===== config.mk =====
export PLATFORM = sky130hd
export DESIGN_NAME = gnc_fifo
export DESIGN_NICKNAME = d
export VERILOG_FILES = /design/src/gnc_pkg.sv /design/src/gnc_fifo.sv
export SDC_FILE = /design/constraint.sdc
export NUM_CORES = 1
export LEC_CHECK = 0
export BUFFER_PORTS_ARGS = -buffer_cell sky130_fd_sc_hd__buf_2
export CORE_MARGIN = 2
export CORE_UTILIZATION = 58
export CTS_BUF_LIST = sky130_fd_sc_hd__clkbuf_4 sky130_fd_sc_hd__clkbuf_8
export DETAILED_ROUTE_END_ITERATION = 6
export PLACE_DENSITY_LB_ADDON = 0.15
export SLEW_MARGIN = 20
export SYNTH_ARGS = -nofsm -noshare
export SYNTH_HDL_FRONTEND = slang
export SYNTH_SLANG_ARGS = --single-unit

===== constraint.sdc =====
create_clock -name clk -period 2.21 [get_ports clk]
set_input_delay 0 -clock clk [delete_from_list [all_inputs] [get_ports clk]]
set_output_delay 0 -clock clk [all_outputs]
set_load 0.02 [all_outputs]

===== src/gnc_pkg.sv =====
// shared types and constants of the grid neighbor cell finder
package gnc_pkg;

  localparam int POS_W     = 32;  // q16.16 coordinate
  localparam int REL_W     = 33;  // position minus origin
  localparam int OFF_W     = 35;  // relative position plus half-cell shift
  localparam int LEN_W     = 31;  // cell length and reciprocal
  localparam int HALF_W    = 30;  // half cell length
  localparam int CNT_REG_W = 7;   // cells per axis register
  localparam int SLOT_W    = 4;
  localparam int IDX_OUT_W = 19;
  localparam int CFG_IDX_W = 3;
  localparam int CFG_DAT_W = 32;
  localparam int PROD_W    = 64;  // full offset times reciprocal product
  localparam int Q_W       = 32;  // integer part of the product
  localparam int MUL_LO_W  = 16;  // low partial product operand
  localparam int MUL_HI_W  = 17;  // high partial product operand
  localparam int NUM_AXES  = 3;
  localparam int NUM_CLS   = 3;
  localparam int NUM_SLOTS = 9;
  localparam int FIFO_DEPTH = 4;

  localparam logic [SLOT_W-1:0] FIRST_SLOT = 4'd0;
  localparam logic [SLOT_W-1:0] LAST_SLOT  = 4'd8;

  localparam int AXIS_X = 0;
  localparam int AXIS_Y = 1;
  localparam int AXIS_Z = 2;

  typedef enum logic [CFG_IDX_W-1:0] {
    REG_ORIGIN_X   = 3'd0,
    REG_ORIGIN_Y   = 3'd1,
    REG_ORIGIN_Z   = 3'd2,
    REG_CELL_LEN   = 3'd3,
    REG_INV_LEN    = 3'd4,
    REG_CELLS_X    = 3'd5,
    REG_CELLS_Y    = 3'd6,
    REG_CELLS_Z    = 3'd7
  } reg_idx_t;

  // shift class of one axis: minus half cell, unshifted, plus half cell
  typedef enum logic [1:0] {
    CLS_MINUS  = 2'd0,
    CLS_CENTER = 2'd1,
    CLS_PLUS   = 2'd2
  } cls_t;

  // per axis and shift class: coordinate lies inside the grid
  typedef struct packed {
    logic [NUM_CLS-1:0] in_z;
    logic [NUM_CLS-1:0] in_y;
    logic [NUM_CLS-1:0] in_x;
  } grid_flags_t;

endpackage


===== src/gnc_fifo.sv =====
// short queue between front and back end
module gnc_fifo #(
  parameter int DW = 8
) (
  input  logic          clk,
  input  logic          rst_n,
  input  logic          push,
  input  logic [DW-1:0] push_data,
  input  logic          pop,
  output logic          head_vld,
  output logic [DW-1:0] head_data
);

  localparam int PW = $clog2(gnc_pkg::FIFO_DEPTH);
  localparam int CNTW = $clog2(gnc_pkg::FIFO_DEPTH + 1);

  logic [DW-1:0]   mem_r [gnc_pkg::FIFO_DEPTH];
  logic [PW-1:0]   wr_ptr_r, rd_ptr_r;
  logic [CNTW-1:0] cnt_r;

  assign head_vld  = (cnt_r != '0);
  assign head_data = mem_r[rd_ptr_r];

  always_ff @(posedge clk) begin
    if (!rst_n) begin
      wr_ptr_r <= '0;
      rd_ptr_r <= '0;
      cnt_r    <= '0;
    end else begin
      if (push) begin
        wr_ptr_r <= wr_ptr_r + PW'(1);
      end
      if (pop) begin
        rd_ptr_r <= rd_ptr_r + PW'(1);
      end
      cnt_r <= cnt_r + CNTW'(push) - CNTW'(pop);
    end
  end

  always_ff @(posedge clk) begin
    if (push) begin
      mem_r[wr_ptr_r] <= push_data;
    end
  end

endmodule


==> flow_metrics.py <==
metrics = {
    "cts": {
        "cts_hold_buf": 11,
        "clock_tree.root_cell": "sky130_fd_sc_hd__clkbuf_4",
        "tritoncts": "yes",
        "htree_levels": 2,
        "clk_pin_slew_worst_paths_ns": 0.11,
        "cts_made_buffers": 5,
        "worst_skew_late_latency_ns": 0.35,
        "number_of_buffers_on_the_longest_clock_path": 2,
        "postCtsSetupRepairBufs": 0,
        "cts_resized": 0,
        "clock_sinks": 41,
    },
    "critical_path": {
        "critical_path.endpoint_type": "output pin",
        "timing.critical_path.cells": "mux4_2 -> buf_2",
        "critPathRequiredTime_ns": 2.21,
        "critical_path.startpoint_type": "flip-flop",
        "reg2reg_path_depth": 7,
        "critical_path_peak_fanout": 8,
        "r2r_slack_ns": 0.47,
        "crit_slowest_cell": "sky130_fd_sc_hd__dfxtp_1",
        "critPathMaxStageDelay_ns": 0.67,
        "setup.worst_path.class": "reg2out",
        "crit_buf_inv": 1,
        "timing.critical_path.arrival_ns": 1.76,
        "timing.critical_path.max_delay_family": "flip-flops",
        "timing.rr.start": "cnt_r[0]$_SDFF_PN0_",
        "r2r_end": "cnt_r[2]$_SDFF_PN0_",
    },
    "drt": {
        "wirelength_um": 2296,
        "vias_per_cell": 5.145,
        "route.detailed.drc": 0,
        "drt_iter0_markers": 12,
        "ant_nets": 0,
        "via_count": 782,
        "routed_wire_length_per_instance_um": 15.11,
        "drt-pass1-iter-count": 2,
    },
    "sta": {
        "slew-limit-headroom": 0.6486,
        "clock_skew_ns": 0.01033,
        "unrepaired_setup_endpoints_after_global_routing": "no",
        "whs_ns": 0.3967,
        "timing.fmax_mhz": 566.6,
        "setup-violations-final": 0,
        "final_period_utilization": 0.7986,
        "max_slew.worst_pin.slew_ns": 0.5264,
        "hold_viol_final": 0,
        "period_needed_ns": 1.765,
        "fin_setup_tns_ns": 0,
        "final-max-slew-violation-count": 0,
    },
    "grt": {
        "first_global_vias": 789,
        "first_pass_grt_wire_length_um": 3788,
        "global_route.usage.total": 0.1748,
        "global_route.overflow_total": 0,
        "grt_max_degree": 13,
        "antenna_found_initial": 0,
    },
    "cells_and_area": {
        "final_standard_cell_area_without_fillers_mm2": 0.001883,
        "syn2layout_area_growth_pct": 18.04,
        "final_nets": 139,
        "layout.cells.non_filler": 152,
        "drive_above_1_share": 0.3058,
        "multi_input_comb_area_um2": 411.6,
        "n_antenna_cell": 0,
        "postLayoutCoreUtil": 0.7010,
        "final.fill_count": 184,
        "area.sequential_mm2": 0.001141,
    },
    "logic_synthesis": {
        "ys_seq_area_frac": 0.7153,
        "average_instance_area_after_synthesis_um2": 18.99,
        "synth_cell_type_count": 17,
        "mappedNetlistNets": 103,
        "syn-cell-area_mm2": 0.001595,
        "synthCells": 84,
        "ys.warnings.count": 0,
        "post-synth-top-area-cell": "sky130_fd_sc_hd__edfxtp_1",
        "ys_ff_latch": 41,
        "netlist.area_leader.share": 0.6024,
        "cells_taking_the_most_area_after_synthesis": "sky130_fd_sc_hd__edfxtp_1 (60%), sky130_fd_sc_hd__dfxtp_1 (11%), sky130_fd_sc_hd__mux4_2 (11%)",
    },
    "floorplanning": {
        "std_cell_rows": 19,
        "core_area_mm2": 0.002686,
        "initial_utilization": 0.5939,
        "chipHeight_um": 56.45,
        "die_footprint_mm2": 0.003186,
        "die-width_um": 56.45,
        "boundaryPins": 21,
    },
    "power_and_ir_drop": {
        "ir_drop_mv": 0.7077,
        "power.static_leakage_nw": 0.7109,
        "cellPowerDensity_mw_per_mm2": 810.1,
    },
    "hold_path": {
        "min-delay-start": "push_data[0]",
        "holdCritPathClass": "in2reg",
        "hold-path-endpoint": "mem_r[3][0]$_DFFE_PP_",
        "cell_depth_of_the_worst_min_delay_path": 2,
    },
    "placed_design": {
        "dp_hpwl_um": 1480,
        "post_dp_cell_area_mm2": 0.001718,
        "dp_cells": 133,
        "port_buffers": 20,
        "gp_routability_congestion": 0.6218,
    },
    "status": {
        "outcome": "completed",
    },
    "run": {
        "cap_viol_max_count": 0,
    },
}
## cells by family after synthesis
logic type | Yosys count | share of synthesized area
buffers and inverters | 9 | 0.02667
AND/OR/NAND/NOR | 13 | 0.04393
multiplexers | 9 | 0.1192
AO/OA/AOI/OAI | 2 | 0.009409
XOR/XNOR | 3 | 0.02588
flip-flops | 41 | 0.7153
adder cells (fa/ha/maj) | 7 | 0.05961
## cell usage after synthesis, drive strengths merged
| master | number |
|---|---|
| xor3 | 1 |
| xnor2 | 2 |
| ha | 6 |
| or3 | 1 |
| clkbuf | 1 |
| inv | 7 |
| edfxtp | 32 |
| and2 | 6 |
| mux2i | 1 |
| a21bo | 1 |
| dfxtp | 9 |
| buf | 1 |
| a21oi | 1 |
| nand3b | 1 |
| nor2 | 5 |
| mux4 | 8 |
| fa | 1 |
## cells in the final DEF (no fill, tap or decap), drive strengths merged
cell and instances:
a21bo 1, a21oi 1, and2 6, buf 20, clkbuf 6, clkinv 2, dfxtp 9, dlygate4sd3 11
edfxtp 32, fa 1, ha 6, inv 7, mux2i 1, mux4 8, nand3b 1, nor2 5
or3 1, xnor2 2, xor3 1
## registers in the layout, indices dropped and copies added, names as in the netlist, named ones only
| register | flops |
|---|---|
| rd_ptr_r | 2 |
| cnt_r | 3 |
| wr_ptr_r | 2 |
| mem_r | 32 |
## layout make-up
class	count	share of cell area
clock buffer	6	0.02392
clock inverter	2	0.005316
inverter	7	0.01395
multi-input combinational	34	0.2186
sequential	41	0.6060
tap	31	0.02060
timing repair buffer	31	0.1116
## worst max-delay path by stage
stage / end / slack [ns] / cells after the start
floorplan: cnt_r[2]$_SDFF_PN0_ / 0.56 / 7
global placement: cnt_r[2]$_SDFF_PN0_ / 0.55 / 7
detailed placement: cnt_r[2]$_SDFF_PN0_ / 0.49 / 7
CTS: head_data[0] / 0.35 / 2
global route: head_data[0] / 0.31 / 2
finish: head_data[0] / 0.45 / 2
## per-stage QoR
step | total power [W] | worst slack (ns)
3_3_place_gp | 0.001158 | 0.5520
3_5_place_dp | 0.001173 | 0.4861
4_1_cts | 0.001544 | 0.3466
5_1_grt | 0.001606 | 0.3056
2_1_floorplan | 0.001102 | 0.5622
6_report | 0.001525 | 0.4452
## per-layer routing
| layer | wire length, um | GRT usage | share of wire |
|---|---|---|---|
| met5 | 0 | 0 | 0 |
| met2 | 1221 | 0.2757 | 0.53 |
| met1 | 906 | 0.1950 | 0.39 |
| met3 | 114 | 0.07834 | 0.050 |
| met4 | 55 | 0.1020 | 0.024 |
## where the power goes
| group | switching, W | internal (W) | leakage, nW |
|---|---|---|---|
| Combinational | 0.000117 | 0.000131 | 0.307 |
| Clock | 0.000227 | 0.000133 | 0.0354 |
| Sequential | 0.0000320 | 0.000885 | 0.368 |
| Total | 0.000376 | 0.00115 | 0.711 |
## worst register-to-register path: stages, from the launching register on
cell                      delay, ns
sky130_fd_sc_hd__dfxtp_1       0.33
sky130_fd_sc_hd__inv_1         0.04
sky130_fd_sc_hd__ha_1          0.25
sky130_fd_sc_hd__inv_1         0.03
sky130_fd_sc_hd__ha_1          0.19
sky130_fd_sc_hd__fa_1          0.39
sky130_fd_sc_hd__xor3_1        0.36
sky130_fd_sc_hd__nor2_1        0.09
(Power assumes the default switching activity.)
